==> src/rtl/blu_pkg.sv <==
// Shared types and constants of the backward LZ bitstream unpacker.
package blu_pkg;

  localparam int unsigned CFG_IDX_W = 3;
  localparam int unsigned CFG_DAT_W = 17;
  localparam int unsigned CNT_W     = 17;

  localparam logic [CFG_IDX_W-1:0] REG_OFFSET_BITS_0 = 3'd0;
  localparam logic [CFG_IDX_W-1:0] REG_OFFSET_BITS_1 = 3'd1;
  localparam logic [CFG_IDX_W-1:0] REG_OFFSET_BITS_2 = 3'd2;
  localparam logic [CFG_IDX_W-1:0] REG_OFFSET_BITS_3 = 3'd3;
  localparam logic [CFG_IDX_W-1:0] REG_SKIP_BITS     = 3'd4;
  localparam logic [CFG_IDX_W-1:0] REG_OUTPUT_LENGTH = 3'd5;

  localparam logic [1:0] STATUS_BYTE     = 2'd0;
  localparam logic [1:0] STATUS_PENDING  = 2'd1;
  localparam logic [1:0] STATUS_FINISHED = 2'd2;

  localparam logic [3:0]  OFFSET_BITS_0_RST = 4'd9;
  localparam logic [3:0]  OFFSET_BITS_1_RST = 4'd10;
  localparam logic [3:0]  OFFSET_BITS_2_RST = 4'd12;
  localparam logic [3:0]  OFFSET_BITS_3_RST = 4'd12;
  localparam logic [4:0]  SKIP_BITS_RST     = 5'd0;
  localparam logic [16:0] OUTPUT_LENGTH_RST = 17'd65536;

  localparam logic [CNT_W-1:0] CNT_MAX = 17'h1FFFF;

  typedef enum logic [1:0] {
    CMD_LOAD,
    CMD_CONT,
    CMD_REJ_PEND,
    CMD_REJ_DONE
  } cmd_kind_t;

  typedef struct packed {
    cmd_kind_t  kind;
    logic [7:0] data;
  } cmd_t;

  typedef struct packed {
    logic done;
    logic pending;
  } eng_status_t;

  typedef struct packed {
    logic [1:0]  status;
    logic [7:0]  data;
    logic [15:0] pos;
    logic        fin;
  } res_entry_t;

  typedef struct packed {
    logic       valid;
    res_entry_t entry;
  } push_t;

  typedef struct packed {
    logic valid;
    logic pending;
  } item_end_t;

  function automatic logic [CNT_W-1:0] sat17(input logic [CNT_W:0] s);
    sat17 = s[CNT_W] ? CNT_MAX : s[CNT_W-1:0];
  endfunction

endpackage

==> src/rtl/blu_ifs.sv <==


interface blu_result_if;
  logic        valid;
  logic        ready;
  logic [1:0]  status;
  logic [7:0]  out_byte;
  logic [15:0] out_position;
  logic        last_of_run;
  logic        more_pending;
  logic        finished;
  modport source (output valid, status, out_byte, out_position, last_of_run,
                  more_pending, finished, input ready);
  modport sink   (input valid, status, out_byte, out_position, last_of_run,
                  more_pending, finished, output ready);
endinterface


==> src/rtl/blu_resbuf.sv <==
// Result buffer: collects one input's results, then drains them with flags.
module blu_resbuf #(
  parameter int unsigned RUN_PER_ITEM = 64
) (
  input  logic               clk,
  input  logic               rst,
  input  blu_pkg::push_t     push,
  input  blu_pkg::item_end_t item_end,
  output logic               item_done,
  blu_result_if.source       result
);

  localparam int unsigned AW = (RUN_PER_ITEM > 1) ? $clog2(RUN_PER_ITEM) : 1;
  localparam int unsigned CW = $clog2(RUN_PER_ITEM + 1);

  typedef enum logic [1:0] {R_FILL, R_READ, R_SHOW} state_t;

  state_t              st;
  logic [CW-1:0]       wr;
  logic [CW-1:0]       rd;
  logic [CW-1:0]       total;
  logic                pend;
  blu_pkg::res_entry_t mem [RUN_PER_ITEM];
  blu_pkg::res_entry_t rq;

  always_ff @(posedge clk) begin
    if (push.valid) begin
      mem[wr[AW-1:0]] <= push.entry;
    end
    rq <= mem[rd[AW-1:0]];
  end

  assign result.valid        = (st == R_SHOW);
  assign result.status       = rq.status;
  assign result.out_byte     = rq.data;
  assign result.out_position = rq.pos;
  assign result.finished     = rq.fin;
  assign result.more_pending = pend;
  assign result.last_of_run  = (rd == total - CW'(1));

  always_ff @(posedge clk) begin
    if (rst) begin
      st        <= R_FILL;
      wr        <= '0;
      rd        <= '0;
      total     <= '0;
      pend      <= 1'b0;
      item_done <= 1'b0;
    end else begin
      item_done <= 1'b0;
      case (st)
        R_FILL: begin
          if (push.valid) begin
            wr <= wr + CW'(1);
          end
          if (item_end.valid) begin
            pend  <= item_end.pending;
            total <= wr;
            rd    <= '0;
            if (wr == '0) begin
              item_done <= 1'b1;
            end else begin
              st <= R_READ;
            end
          end
        end
        R_READ: st <= R_SHOW;
        R_SHOW: begin
          if (result.ready) begin
            if (rd == total - CW'(1)) begin
              wr        <= '0;
              item_done <= 1'b1;
              st        <= R_FILL;
            end else begin
              rd <= rd + CW'(1);
              st <= R_READ;
            end
          end
        end
        default: st <= R_FILL;
      endcase
    end
  end

endmodule

==> src/flat_wrapper.sv <==
// flat-port wrapper written by rule: the top's interface ports become plain ports
module blu_resbuf_flat 
#(
  parameter int unsigned RUN_PER_ITEM = 64
)
  (clk, rst, push, item_end, item_done, result_valid, result_status, result_out_byte, result_out_position, result_last_of_run, result_more_pending, result_finished, result_ready);
  blu_result_if result_i ();
  input  logic clk;
  input  logic rst;
  input  blu_pkg::push_t push;
  input  blu_pkg::item_end_t item_end;
  output logic item_done;
  output wire logic [$bits(result_i.valid)-1:0] result_valid;
  output wire logic [$bits(result_i.status)-1:0] result_status;
  output wire logic [$bits(result_i.out_byte)-1:0] result_out_byte;
  output wire logic [$bits(result_i.out_position)-1:0] result_out_position;
  output wire logic [$bits(result_i.last_of_run)-1:0] result_last_of_run;
  output wire logic [$bits(result_i.more_pending)-1:0] result_more_pending;
  output wire logic [$bits(result_i.finished)-1:0] result_finished;
  input wire logic [$bits(result_i.ready)-1:0] result_ready;
  assign result_valid = result_i.valid;
  assign result_status = result_i.status;
  assign result_out_byte = result_i.out_byte;
  assign result_out_position = result_i.out_position;
  assign result_last_of_run = result_i.last_of_run;
  assign result_more_pending = result_i.more_pending;
  assign result_finished = result_i.finished;
  assign result_i.ready = result_ready;
  blu_resbuf #(.RUN_PER_ITEM(RUN_PER_ITEM)) u_core (.clk(clk), .rst(rst), .push(push), .item_end(item_end), .item_done(item_done), .result(result_i));
endmodule
==> config.mk <==
export PLATFORM = sky130hd
export DESIGN_NAME = blu_resbuf_flat
export DESIGN_NICKNAME = d
export VERILOG_FILES = /design/src/rtl/blu_pkg.sv /design/src/rtl/blu_ifs.sv /design/src/rtl/blu_resbuf.sv /design/src/flat_wrapper.sv
export SDC_FILE = /design/constraint.sdc
export NUM_CORES = 2
export LEC_CHECK = 0
export ABC_AREA = 1
export ABC_CLOCK_PERIOD_IN_PS = 6450
export BUFFER_PORTS_ARGS = -buffer_cell sky130_fd_sc_hd__buf_2
export CORE_AREA = 2 2 451 453
export DETAILED_ROUTE_END_ITERATION = 10
export DIE_AREA = 0 0 453 455
export PLACE_DENSITY = 0.53
export SYNTH_ARGS = -nofsm -noshare
export SYNTH_HDL_FRONTEND = slang
export SYNTH_SLANG_ARGS = --single-unit
export TNS_END_PERCENT = 100
==> constraint.sdc <==
create_clock -name clk -period 6.45 [get_ports clk]
set_input_delay 1.935 -clock clk [delete_from_list [all_inputs] [get_ports clk]]
set_output_delay 1.935 -clock clk [all_outputs]
set_load 0.05 [all_outputs]
==> results.toml <==
[worst_setup_path]
cp-start-kind = "flop"
timing.rr.start = "u_core.rd[1]$_SDFFE_PP0P_"
worst_setup_path_end_kind = "primary output"
endpoint = "result_last_of_run"
cp.required_ps = 4510
worstSetupStartpoint = "u_core.rd[2]$_SDFFE_PP0P_"
setup.worst_path.class = "flop to primary output"
r2r_end = "u_core.result.out_byte[2]$_DFF_P_"
path_max_fanout = 45
cp.arrival_ps = 3220
reg2reg_depth = 8
regToRegSetupSlack_ps = 2500

[logic_synthesis]
async_flop_share_pct = 0
netlist_area_mm2 = 0.0701
synthCells = 5426
yosysWarnings = 0
synth.top_cells.by_area = "edfxtp_1 74%, nor2_1 5.9%, o21ai_0 5.7%"
synth.distinct_cells = 34
synth_commonest_cells = "1728 x edfxtp_1, 1108 x nor2_1, 799 x o21ai_0, 434 x nand2_1, 258 x nand3_1"
synth-seq-area-share_pct = 75.5
yosysMostFrequentCell = "edfxtp_1"
synth_top_cell_by_area = "edfxtp_1"
synth_top_area_share_pct = 74.0
syn_area_per_cell_um2 = 12.9
synth_enable_flop_cells = 1728
ys_ff_latch = 1780
syn_nets = 5463
synth_ff_type = "edfxtp_1"

[worst_hold_path]
hold_path_class = "flop to flop"
hp-start = "u_core.total[1]$_SDFFE_PP0P_"
holdPathStages = 2

[timing]
fin_ws_ps = 1290
finalClockSkew_ps = 40.4
tightest_slew_ps = 1300
finalSetupViolCount = 0
maxSlewViolCount = 0
fmax_mhz = 194
hold_ws_ps = 497
finalCritPeriodShare_pct = 80.0
rsz0062_at_grt = "false"
slew_headroom_pct = 12.7
post-route-min-period_ps = 5160
tns_ps = 0
hold_viol = 0

[finish]
final_area_mm2 = 0.0793
final_util_pct = 39.4
final_cell_count_no_fill = 8220
final_nets = 5423
area_growth_pct = 13.1
drive_above_1_share_pct = 8.94

[die]
initial_core_util_pct = 34.8
ios = 64
dieArea_mm2 = 0.206
die_w_um = 453
row_count = 165
die_height_um = 455
coreArea_mm2 = 0.201

[cts]
clock_latency_ps = 840
cts_buffer_depth = 3
postCtsSetupBuffers = 0
cts_root_buf = "clkbuf_16"
cts.sinks = 1780
htreeDepth = 4
cts_buffers = 188
post_cts_resized = 0
postCtsHoldBufs = 0
cts_tree = "built"
path_clk_slew_ps = 60

[grt]
grt_pass1_wl_um = 306000
grt_overflow = 0
track_usage_pct = 20.5
grt_max_degree = 163
grt_antenna_before_repair = 17
grt_pass1_vias = 41900

[placed_design]
port_buffers = 63
placed_area_mm2 = 0.0732
dp.final_hpwl_um = 121000
place.gp.congestion = 0.837
dp_slack_ps = 1650
placed_cells = 7868

[pwr]
irDropWorstVdd_mv = 0.254
p_per_area_mw_per_mm2 = 327
leakage_nw = 25.4
p_total_mw = 25.9

[drt]
vias = 44500
dr.pass1.iters = 6
drtIter0Drc = 5629
drc_errors = 0
wl_per_cell_um = 26.3
routed_wl_um = 216000
antenna_left = 0
vias_per_cell = 5.41

[outcome]
outcome = "completed"

[job]
drv_cap = 0
[worst max-delay path, cell delays in order, from the launching register on]
cell and delay, ps:
dfxtp_4 850, inv_4 440, nand3_1 220, nand2_1 70, nor2_1 90, nand2_1 90
nor2_4 130, nand2_2 100, inv_1 80, buf_2 260
[worst min path at each step]
stage | to | slack (ps)
after floorplan | u_core.total[1]$_SDFFE_PP0P_ | 450
after global placement | u_core.result.more_pending$_SDFFE_PP0P_ | 470
after detailed placement | u_core.total[1]$_SDFFE_PP0P_ | 490
after CTS | u_core.total[1]$_SDFFE_PP0P_ | 490
after global routing | u_core.total[1]$_SDFFE_PP0P_ | 530
final | u_core.total[1]$_SDFFE_PP0P_ | 500
[cells in the final DEF, fill, tap and decap left out, types with 4 or more instances in the layout]
cell and instances:
nor2_1 1050, clkbuf_1 46, edfxtp_1 1728, bufinv_16 14, o21ai_0 799, clkbuf_16 193, clkinv_2 27, o21ai_1 70
o211ai_1 188, nand3_1 258, clkbuf_8 8, buf_2 58, buf_12 10, nor4_2 7, or2_2 7, buf_4 75
o22ai_1 193, ha_1 4, a21oi_1 84, o221ai_1 27, clkinv_4 5, inv_1 40, dfxtp_1 48, nand4_1 21
xor2_1 5, nand2_1 434, clkinvlp_4 7, inv_6 5, nor2_4 59, clkinv_1 44
[sequential cells by signal, indices dropped and copies added, names as in the netlist]
signal and flops:
u_core.item_done 1, u_core.result.more_pending 1, u_core.mem 1728, u_core.wr 7
u_core.rd 7, u_core.st 2, u_core.result.finished 1, u_core.result.out_position 16
u_core.result.status 2, u_core.result.out_byte 8, u_core.total 7
[power breakdown]
| group | switching (mW) | leakage (nW) | internal, mW |
|---|---|---|---|
| clock network | 4.54 | 2.96 | 6.15 |
| registers | 0.131 | 16.0 | 12.9 |
| logic | 1.72 | 6.43 | 0.428 |
| total | 6.39 | 25.4 | 19.5 |
[logic make-up after synthesis]
logic type,synth area share [%]
buf+inv,2.89
xor+xnor,0.100
fa+ha+maj,0.0714
flops,75.5
compound gates,10.9
simple gates,10.5
[cell type report]
| type | instances | area, um^2 |
|---|---|---|
| fill | 18700 | 122000 |
| multi-input combinational | 3222 | 15600 |
| tap | 2672 | 3340 |
| timing repair buffer | 143 | 1050 |
| inverter | 51 | 216 |
| sequential | 1780 | 52900 |
| clock inverter | 103 | 972 |
| clock buffer | 247 | 5110 |
| antenna | 2 | 5.00 |
[per-layer routing]
| layer | vias up | global-route usage, % | share of wire (%) |
|---|---|---|---|
| met1 | 22600 | 27.9 | 42 |
| met2 | 1651 | 33.7 | 48 |
| met3 | 302 | 2.78 | 6.4 |
| met5 | - | 0 | 0 |
| met4 | 0 | 7.24 | 3.5 |
| li1 | 19900 | - | - |
No activity file was read; power rests on OpenSTA's default activity.
