### src/rtl/blu_pkg.sv
// Shared types and constants of the backward LZ bitstream unpacker.
package blu_pkg;

  localparam int unsigned CFG_IDX_W = 3;
  localparam int unsigned CFG_DAT_W = 17;
  localparam int unsigned CNT_W     = 17;

  localparam logic [CFG_IDX_W-1:0] REG_OFFSET_BITS_0 = 3'd0;
  localparam logic [CFG_IDX_W-1:0] REG_OFFSET_BITS_1 = 3'd1;
  localparam logic [CFG_IDX_W-1:0] REG_OFFSET_BITS_2 = 3'd2;
  localparam logic [CFG_IDX_W-1:0] REG_OFFSET_BITS_3 = 3'd3;
  localparam logic [CFG_IDX_W-1:0] REG_SKIP_BITS     = 3'd4;
  localparam logic [CFG_IDX_W-1:0] REG_OUTPUT_LENGTH = 3'd5;

  localparam logic [1:0] STATUS_BYTE     = 2'd0;
  localparam logic [1:0] STATUS_PENDING  = 2'd1;
  localparam logic [1:0] STATUS_FINISHED = 2'd2;

  localparam logic [3:0]  OFFSET_BITS_0_RST = 4'd9;
  localparam logic [3:0]  OFFSET_BITS_1_RST = 4'd10;
  localparam logic [3:0]  OFFSET_BITS_2_RST = 4'd12;
  localparam logic [3:0]  OFFSET_BITS_3_RST = 4'd12;
  localparam logic [4:0]  SKIP_BITS_RST     = 5'd0;
  localparam logic [16:0] OUTPUT_LENGTH_RST = 17'd65536;

  localparam logic [CNT_W-1:0] CNT_MAX = 17'h1FFFF;

  typedef enum logic [1:0] {
    CMD_LOAD,
    CMD_CONT,
    CMD_REJ_PEND,
    CMD_REJ_DONE
  } cmd_kind_t;

  typedef struct packed {
    cmd_kind_t  kind;
    logic [7:0] data;
  } cmd_t;

  typedef struct packed {
    logic done;
    logic pending;
  } eng_status_t;

  typedef struct packed {
    logic [1:0]  status;
    logic [7:0]  data;
    logic [15:0] pos;
    logic        fin;
  } res_entry_t;

  typedef struct packed {
    logic       valid;
    res_entry_t entry;
  } push_t;

  typedef struct packed {
    logic valid;
    logic pending;
  } item_end_t;

  function automatic logic [CNT_W-1:0] sat17(input logic [CNT_W:0] s);
    sat17 = s[CNT_W] ? CNT_MAX : s[CNT_W-1:0];
  endfunction

endpackage

### src/rtl/blu_ifs.sv
// Channel interfaces: packed input words, result words, register writes.
interface blu_item_if;
  logic       valid;
  logic       ready;
  logic       operation;
  logic [7:0] packed_byte;
  modport source (output valid, operation, packed_byte, input ready);
  modport sink   (input valid, operation, packed_byte, output ready);
endinterface


### src/rtl/blu_front.sv
// Front end: accepts input words, classifies them, holds one command.
module blu_front (
  input  logic                 clk,
  input  logic                 rst,
  blu_item_if.sink             item,
  input  blu_pkg::eng_status_t est,
  output logic                 cmd_valid,
  output blu_pkg::cmd_t        cmd,
  input  logic                 cmd_take,
  input  logic                 item_done
);

  logic busy;

  assign item.ready = !busy;

  always_ff @(posedge clk) begin
    if (rst) begin
      busy      <= 1'b0;
      cmd_valid <= 1'b0;
    end else begin
      if (item.valid && item.ready) begin
        busy      <= 1'b1;
        cmd_valid <= 1'b1;
        cmd.data  <= item.packed_byte;
        if (est.done) begin
          cmd.kind <= blu_pkg::CMD_REJ_DONE;
        end else if (item.operation) begin
          cmd.kind <= blu_pkg::CMD_CONT;
        end else if (est.pending) begin
          cmd.kind <= blu_pkg::CMD_REJ_PEND;
        end else begin
          cmd.kind <= blu_pkg::CMD_LOAD;
        end
      end
      if (cmd_take) begin
        cmd_valid <= 1'b0;
      end
      if (item_done) begin
        busy <= 1'b0;
      end
    end
  end

endmodule

### src/flat_wrapper.sv
// flat-port wrapper written by rule: the top's interface ports become plain ports
module blu_front_flat 
  (clk, rst, est, cmd_valid, cmd, cmd_take, item_done, item_valid, item_operation, item_packed_byte, item_ready);
  blu_item_if item_i ();
  input  logic clk;
  input  logic rst;
  input  blu_pkg::eng_status_t est;
  output logic cmd_valid;
  output blu_pkg::cmd_t cmd;
  input  logic cmd_take;
  input  logic item_done;
  input wire logic [$bits(item_i.valid)-1:0] item_valid;
  input wire logic [$bits(item_i.operation)-1:0] item_operation;
  input wire logic [$bits(item_i.packed_byte)-1:0] item_packed_byte;
  output wire logic [$bits(item_i.ready)-1:0] item_ready;
  assign item_i.valid = item_valid;
  assign item_i.operation = item_operation;
  assign item_i.packed_byte = item_packed_byte;
  assign item_ready = item_i.ready;
  blu_front u_core (.clk(clk), .rst(rst), .item(item_i), .est(est), .cmd_valid(cmd_valid), .cmd(cmd), .cmd_take(cmd_take), .item_done(item_done));
endmodule
### config.mk
export PLATFORM = sky130hd
export DESIGN_NAME = blu_front_flat
export DESIGN_NICKNAME = d
export VERILOG_FILES = /design/src/rtl/blu_pkg.sv /design/src/rtl/blu_ifs.sv /design/src/rtl/blu_front.sv /design/src/flat_wrapper.sv
export SDC_FILE = /design/constraint.sdc
export NUM_CORES = 1
export LEC_CHECK = 0
export ABC_CLOCK_PERIOD_IN_PS = 2000
export BUFFER_PORTS_ARGS = -buffer_cell sky130_fd_sc_hd__buf_4
export CORE_AREA = 2 2 39 41
export DETAILED_ROUTE_END_ITERATION = 6
export DIE_AREA = 0 0 41 43
export GPL_TIMING_DRIVEN = 0
export PLACE_DENSITY = 0.7
export SLEW_MARGIN = 20
export SYNTH_ARGS = -nofsm -noshare
export SYNTH_HDL_FRONTEND = slang
export SYNTH_SLANG_ARGS = --single-unit
### constraint.sdc
create_clock -name clk -period 2 [get_ports clk]
set_input_delay 0.2 -clock clk [delete_from_list [all_inputs] [get_ports clk]]
set_output_delay 0.2 -clock clk [all_outputs]
set_load 0.02 [all_outputs]
==> impl_metrics.ini, run 1 <==
[synth]
yosys.area_share.simple_pct = 8.05
synth_top_family_by_area = simple AND/OR/NAND/NOR gates
ys_ff_latch = 12
syn_area_um2 = 404
synth-compound-area-share_pct = 4.95
yosys.area.top_type = edfxtp_1
yosys_warnings = 0
synth_xor_area_share_pct = 0
synth_top_area_share_pct = 74.3
syn_nets = 38
synth-adder-area-share_pct = 0
syn_inst = 22
synth_area_leaders = edfxtp_1 74%, dfxtp_1 9.9%, nand2b_4 3.4%
muxShareOfSynthArea_pct = 0
yosys.cell_types.count = 9
syn_area_per_cell_um2 = 18.4
ys_seq_area_share_pct = 84.2

[power_and_ir_drop]
p_total_mw = 0.493
p_leak_nw = 0.284
powerDensity_nw_per_um2 = 755
vdd_drop_max_mv = 0.317

[critical_path]
cp.buffers_inverters = 0
startpoint_type = flop
crit_slowest_cell = nor2_1
reg2regPathDepth = 2
crit_path_cell_trace = nand2b_4, nor2_1
slowest_delay_ps = 600
cp.arrival_ps = 1320
setup.worst_path.class = flop to flop
startpoint = u_core.busy$_SDFFE_PP0P_
cp_num_cells = 2
end_kind = flop
cp_max_fo = 10
required_ps = 1890
worstReg2RegStart = u_core.busy$_SDFFE_PP0P_
cp_top_family = simple AND/OR/NAND/NOR gates

[clock_network]
cts-resized-gates = 0
numCtsBuffers = 3
insertion_delay_ps = 260
clk_pin_slew_ps = 70
root_buffer = clkbuf_4
tritoncts = yes
clock_sinks = 12
post_cts_buffers = 0
clk_path_buf_depth = 2
htreeDepth = 1
holdBufCountCts = 0

[timing]
fmax_mhz = 698
fin_setup_tns_ps = 0
setup_viol = 0
relSlewSlack_pct = 47.6
fin_skew_ps = 5.21
tightest_slew_ps = 784
slew_viol_final = 0
min_period_ps = 1430
hold_viol_final = 0
finalCritPeriodShare_pct = 71.7
grt_setup_unrepaired = no

[hold_path]
worst_hold_startpoint = cmd_take
min_path_cells = 2
worstHoldPathType = input port to flop

[floorplan]
die_w_um = 41
die_h_um = 43
io_pins = 28
core_area_um2 = 1380
dieArea_um2 = 1760
num_rows = 14
initial_utilization_pct = 29.2

[global_routing]
grt_pass1_wl_mm = 1.20
grt_pass1_vias = 281
grt_util_all_layers_pct = 10.8
antenna_found_initial = 0
overflow = 0
grt_max_degree = 11

[cells_and_area]
area_delta_synth_final_pct = 61.6
post-route-util_pct = 47.2
fin_area_um2 = 653
nets = 70
nFillCells = 127
n_antenna_cell = 0
seqCellArea_um2 = 340
multi_input_area_um2 = 52.6
layout-drive-gt1-share_pct = 62.3

[detailed_routing]
drt_wl_total_um = 775
via_count = 294
drc = 0
first_pass_iters = 3
antenna_left = 0
post_drt_wl_per_cell_um = 11.2
viasPerCell = 4.26
drt_iter0_markers = 1

[placed_design]
dp_hpwl_um = 654
gp_congestion = 0.594
place_area_um2 = 627
port_buffers = 27

[run_status]
status = finished, final reports clean

[job]
max-cap-violations = 0
report_power, final:
group	total, mW	switching (mW)	internal, mW
combinational	0.0647	0.0292	0.0355
sequential	0.287	0.00340	0.283
clock	0.142	0.0697	0.0719
total	0.493	0.102	0.391
kinds of logic after synthesis:
kind of cell | count (synthesis)
DFF | 12
and+or+nand+nor | 5
AOI/OAI and AO/OA | 2
buffers and inverters | 3
path summary, 6_finish.rpt:
path                                        end  slack, ps
setup / recovery        u_core.cmd[3]$_DFFE_PP_        570
hold / removal    u_core.cmd_valid$_SDFFE_PP0P_         80
setup reg to reg        u_core.cmd[3]$_DFFE_PP_        570
hold reg to reg   u_core.cmd_valid$_SDFFE_PP0P_        460
cell type report:
type | instances | share of cell area (%)
clock buffer | 3 | 3.45
clock inverter | 1 | 0.575
inverter | 3 | 1.72
multi-input combinational | 7 | 8.05
sequential | 12 | 52.1
tap | 16 | 3.07
timing repair buffer | 27 | 31.0
registers in the layout, indices dropped and copies added (netlist names):
signal / count
u_core.busy: 1
u_core.cmd: 10
u_core.cmd_valid: 1
cell usage after synthesis:
| master | instances |
|---|---|
| edfxtp_1 | 10 |
| inv_1 | 3 |
| dfxtp_1 | 2 |
| nor2_1 | 2 |
| a211oi_2 | 1 |
| a21o_1 | 1 |
| nand2b_4 | 1 |
| nor3_1 | 1 |
| or2_2 | 1 |
placed cells by master, fill, tap and decap left out:
cell type / instances
clkbuf_4: 3
inv_1: 3
edfxtp_1: 10
a21o_1: 1
nor2_1: 2
nand2b_4: 1
clkinv_1: 1
nor3_1: 1
a211oi_2: 1
dfxtp_1: 2
or2_2: 1
buf_4: 27
worst reg2reg max path, stage by stage, from the launching register on:
cell,delay [ps]
dfxtp_1,330
nand2b_4,140
nor2_1,600
metal layers:
metal	routed length, um	GRT usage (%)	vias up	share of wire [%]
met5	0	0	-	0
met4	0	6.00	0	0
met3	151	4.71	0	19
met2	375	17.5	26	48
met1	248	10.7	126	32
li1	-	-	142	-
per-stage QoR:
stage	cells	worst slack (ps)	hold WS [ps]
floorplan	22	733	265
global placement	65	602	357
detailed placement	65	561	358
CTS	69	553	74.2
global route	69	502	70.1
finish	69	567	81.0
Power figures use the tool's default switching activity.
==> inputs of run 2 (changes only) <==
ABC_CLOCK_PERIOD_IN_PS = 1200   (was 2000)
PLACE_DENSITY = 0.72   (was 0.7)
clock period = 1.2 ns   (was 2 ns; I/O delays follow)
==> impl_metrics.ini, run 2 (synthesis gave the netlist of run 1 again) <==
[cells_and_area]
n_antenna_cell = 0
layout-drive-gt1-share_pct = 65.4
largest_reg_flops = 10
multi_input_area_um2 = 60.1
nets = 70
area_delta_synth_final_pct = 62.5
layout_common_cells = 27 x buf_4, 10 x edfxtp_1, 3 x inv_1, 3 x clkbuf_4, 2 x dfxtp_1
reg.largest.list = u_core.cmd (10), u_core.busy (1), u_core.cmd_valid (1)
final_common_cell = buf_4
largest_register = u_core.cmd
stdcell_count = 68
nFillCells = 130
seqCellArea_um2 = 340
post-route-util_pct = 47.5

[global_routing]
grt_pass1_vias = 298
antenna_found_initial = 0
overflow = 0
grt_util_all_layers_pct = 9.73
grt_pass1_wl_mm = 1.12
grt_max_degree = 11

[detailed_routing]
via_count = 287
drc = 0
viasPerCell = 4.22
first_pass_iters = 4
drt_iter0_markers = 2
antenna_left = 0
post_drt_wl_per_cell_um = 11.7
drt_wl_total_um = 797

[placed_design]
dp_hpwl_um = 657
place_ws_ps = -12.3
place_inst = 65
port_buffers = 27
gp_congestion = 0.653

[critical_path]
required_ps = 1140
cp_max_fo = 10
r2r-end = u_core.cmd[4]$_DFFE_PP_
reg2regPathDepth = 2
crit_slowest_cell = dfxtp_1
setup.worst_path.class = flop to flop
end_kind = flop
worstReg2RegStart = u_core.busy$_SDFFE_PP0P_
startpoint_type = flop
crit_path_cell_trace = nand2b_4, nor2_4
cp.buffers_inverters = 0
r2r_slack_ps = 170
cp_top_family = simple AND/OR/NAND/NOR gates
slowest_delay_ps = 320
cp.arrival_ps = 970

[timing]
fin_skew_ps = 0.358
fin_setup_tns_ps = 0
min_period_ps = 1030
finalCritPeriodShare_pct = 85.6
setup_slack_ps = 172
setup_viol = 0
fmax_mhz = 973
grt_setup_unrepaired = no
slew_viol_final = 0
hold_viol_final = 0
tightest_slew_ps = 279
relSlewSlack_pct = 81.4

[floorplan]
io_pins = 28
dieArea_um2 = 1760
die_w_um = 41
die_h_um = 43
initial_utilization_pct = 29.2
num_rows = 14
core_area_um2 = 1380

[clock_network]
holdBufCountCts = 0
clock_sinks = 12
root_buffer = clkbuf_4
clk_pin_slew_ps = 70
numCtsBuffers = 3
post_cts_buffers = 0
htreeDepth = 1
tritoncts = yes
clk_path_buf_depth = 2
insertion_delay_ps = 260

[power_and_ir_drop]
powerDensity_nw_per_um2 = 1250
p_leak_nw = 0.283
p_total_mw = 0.821
vdd_drop_max_mv = 0.495

[run_status]
status = finished, final reports clean

[hold_path]
min_path_cells = 2
worstHoldPathType = input port to flop
min_to = u_core.cmd_valid$_SDFFE_PP0P_
worst_hold_startpoint = cmd_take

[job]
max-cap-violations = 0
run 2: cell types whose count changed in the layout (fill, tap and decap cells not counted), sizes merged:
cell    change
clkinv      -1
run 2: stage by stage:
stage          hold WS [ps]  instance area [um^2]
2_1_floorplan           185                   407
3_3_place_gp            278                   629
3_5_place_dp            286                   629
4_1_cts                5.32                   657
5_1_grt                6.01                   657
6_report               7.14                   657
run 2: power by group:
part	switching, mW	internal (mW)	leakage (nW)
combinational	0.0510	0.0604	0.160
clock	0.117	0.116	0.0138
sequential	0.00500	0.472	0.109
run 2: metal layers:
layer	vias up	GRT usage [%]	routed length (um)
met4	0	4.00	0
met1	118	12.0	340
met5	-	0	0
li1	139	-	-
met2	30	14.7	311
met3	0	3.66	144
run 2: how the worst max path moves through the flow:
stage                              from                 endpoint  slack [ps]  cells past startpoint
5_1_grt        u_core.busy$_SDFFE_PP0P_  u_core.cmd[3]$_DFFE_PP_         110                      2
3_5_place_dp   u_core.busy$_SDFFE_PP0P_  u_core.cmd[6]$_DFFE_PP_         -10                      2
6_report       u_core.busy$_SDFFE_PP0P_  u_core.cmd[4]$_DFFE_PP_         170                      2
4_1_cts        u_core.busy$_SDFFE_PP0P_  u_core.cmd[6]$_DFFE_PP_         150                      2
2_1_floorplan  u_core.busy$_SDFFE_PP0P_  u_core.cmd[0]$_DFFE_PP_         110                      2
3_3_place_gp   u_core.busy$_SDFFE_PP0P_  u_core.cmd[6]$_DFFE_PP_          30                      2
run 2: cell type report:
type | count | share of cell area [%]
Multi-Input combinational cell | 7 | 9.14
Timing Repair Buffer | 27 | 30.9
Tap cell | 16 | 3.05
Sequential cell | 12 | 51.8
Clock buffer | 3 | 3.43
Inverter | 3 | 1.71
run 2: timing repair:
action	4_1_cts	5_1_grt
gates resized for setup	1	0
setup endpoints to repair	10	0
hold endpoints to repair	0	0
==> inputs of run 3 (changes only) <==
ABC_AREA = 1   (was default)
PLACE_DENSITY = 0.73   (was 0.72)
==> impl_metrics.ini, run 3 <==
[run_status]
status = finished, final reports clean

[synth]
ys_seq_area_share_pct = 83.2
synth_area_leaders = edfxtp_1 73%, dfxtp_1 9.8%, inv_1 3.7%
synth_edf_count = 10
syn_area_per_cell_um2 = 16.4
synth_top_area_share_pct = 73.4
syn_nets = 41
yosys_warnings = 0
synth.most_common_cell = edfxtp_1
yosys.cell_types.count = 11
syn_inst = 25
synth_top_cells_by_count = 10 x edfxtp_1, 4 x inv_1, 2 x dfxtp_1, 2 x nor2_1
yosys.area.top_type = edfxtp_1
syn_area_um2 = 409
synth_top_flop_cell = edfxtp_1
synthArstFlopShare_pct = 0
ys_ff_latch = 12

[timing]
tightest_slew_ps = 280
finalCritPeriodShare_pct = 83.6
grt_setup_unrepaired = no
fmax_mhz = 997
fin_skew_ps = 1.12
min_period_ps = 1000
relSlewSlack_pct = 81.3
slew_viol_final = 0
setup_viol = 0
fin_setup_tns_ps = 0
hold_slack_ps = 17.0
hold_viol_final = 0
setup_slack_ps = 197

[placed_design]
port_buffers = 27
dp_hpwl_um = 692
place_ws_ps = 21.1
place_area_um2 = 634
gp_congestion = 0.534

[critical_path]
setup.worst_path.class = flop to flop
cp_max_fo = 10
end_kind = flop
cp.arrival_ps = 940
required_ps = 1140
startpoint_type = flop

[cells_and_area]
multi_input_area_um2 = 57.6
final_common_cell = buf_4
nets = 73
largest_register = u_core.cmd
largest_reg_flops = 10
reg.largest.list = u_core.cmd (10), u_core.busy (1), u_core.cmd_valid (1)
layout_common_cells = 27 x buf_4, 10 x edfxtp_1, 4 x inv_1, 3 x clkbuf_4, 2 x dfxtp_1
n_antenna_cell = 0
fin_area_um2 = 662
area_delta_synth_final_pct = 61.8
seqCellArea_um2 = 340
layout-drive-gt1-share_pct = 63.6
nFillCells = 140

[power_and_ir_drop]
p_leak_nw = 0.291
powerDensity_nw_per_um2 = 1220
vdd_drop_max_mv = 0.605

[detailed_routing]
post_drt_wl_per_cell_um = 11.4
viasPerCell = 4.27
antenna_left = 0
via_count = 303
first_pass_iters = 3
drc = 0
drt_iter0_markers = 1
drt_wl_total_um = 812

[floorplan]
die_h_um = 43
num_rows = 14
dieArea_um2 = 1760
core_area_um2 = 1380
die_w_um = 41
initial_utilization_pct = 29.6
io_pins = 28

[clock_network]
post_cts_buffers = 0
insertion_delay_ps = 250
htreeDepth = 1
cts-resized-gates = 0
clock_sinks = 12
clk_pin_slew_ps = 60
root_buffer = clkbuf_4
numCtsBuffers = 3
clk_path_buf_depth = 2
holdBufCountCts = 0
tritoncts = yes

[global_routing]
grt_util_all_layers_pct = 10.6
overflow = 0
grt_max_degree = 11
grt_pass1_vias = 294
grt_pass1_wl_mm = 1.17
antenna_found_initial = 0

[hold_path]
worstHoldPathType = input port to flop

[job]
max-cap-violations = 0
run 3: worst paths after layout:
kind	start	endpoint	slack [ps]	depth (start not counted)
max	u_core.busy$_SDFFE_PP0P_	u_core.cmd[1]$_DFFE_PP_	200	3
min	item_done	u_core.busy$_SDFFE_PP0P_	20	2
min reg2reg	u_core.cmd_valid$_SDFFE_PP0P_	u_core.cmd_valid$_SDFFE_PP0P_	470	2
max reg2reg	u_core.busy$_SDFFE_PP0P_	u_core.cmd[1]$_DFFE_PP_	200	3
run 3: cell families after synthesis:
| kind of cell | share of synthesized area, % |
|---|---|
| AND/OR/NAND/NOR | 8.26 |
| AO/OA/AOI/OAI | 3.98 |
| buffers and inverters | 4.59 |
| flip-flops | 83.2 |
run 3: area by class of cell:
cell class / count / area share [%]
Tap cell: 16 / 3.02
Multi-Input combinational cell: 8 / 8.70
Inverter: 5 / 2.84
Sequential cell: 12 / 51.4
Clock buffer: 3 / 3.40
Timing Repair Buffer: 27 / 30.6
run 3: report_power, final:
group          switching, mW  internal [mW]
sequential           0.00568          0.472
clock                  0.106          0.115
combinational         0.0523         0.0586
run 3: per-stage QoR:
stage                     util, %  power [mW]  std cells
final                        47.8       0.810         71
after global routing         47.8       0.850         71
after CTS                    47.5       0.824         71
after detailed placement     45.8       0.598         68
after global placement       45.8       0.595         68
after floorplan                 -       0.528         25
run 3: critical path, cell delays in order (launching register included):
cell and delay (ps):
dfxtp_1 320, inv_2 60, nand2_2 70, nor2_4 240
run 3: layer usage:
metal | share of wire [%] | global-route usage (%)
met5 | 0 | 0
met4 | 0.49 | 6.00
met3 | 17 | 3.66
met2 | 49 | 17.8
met1 | 34 | 10.6
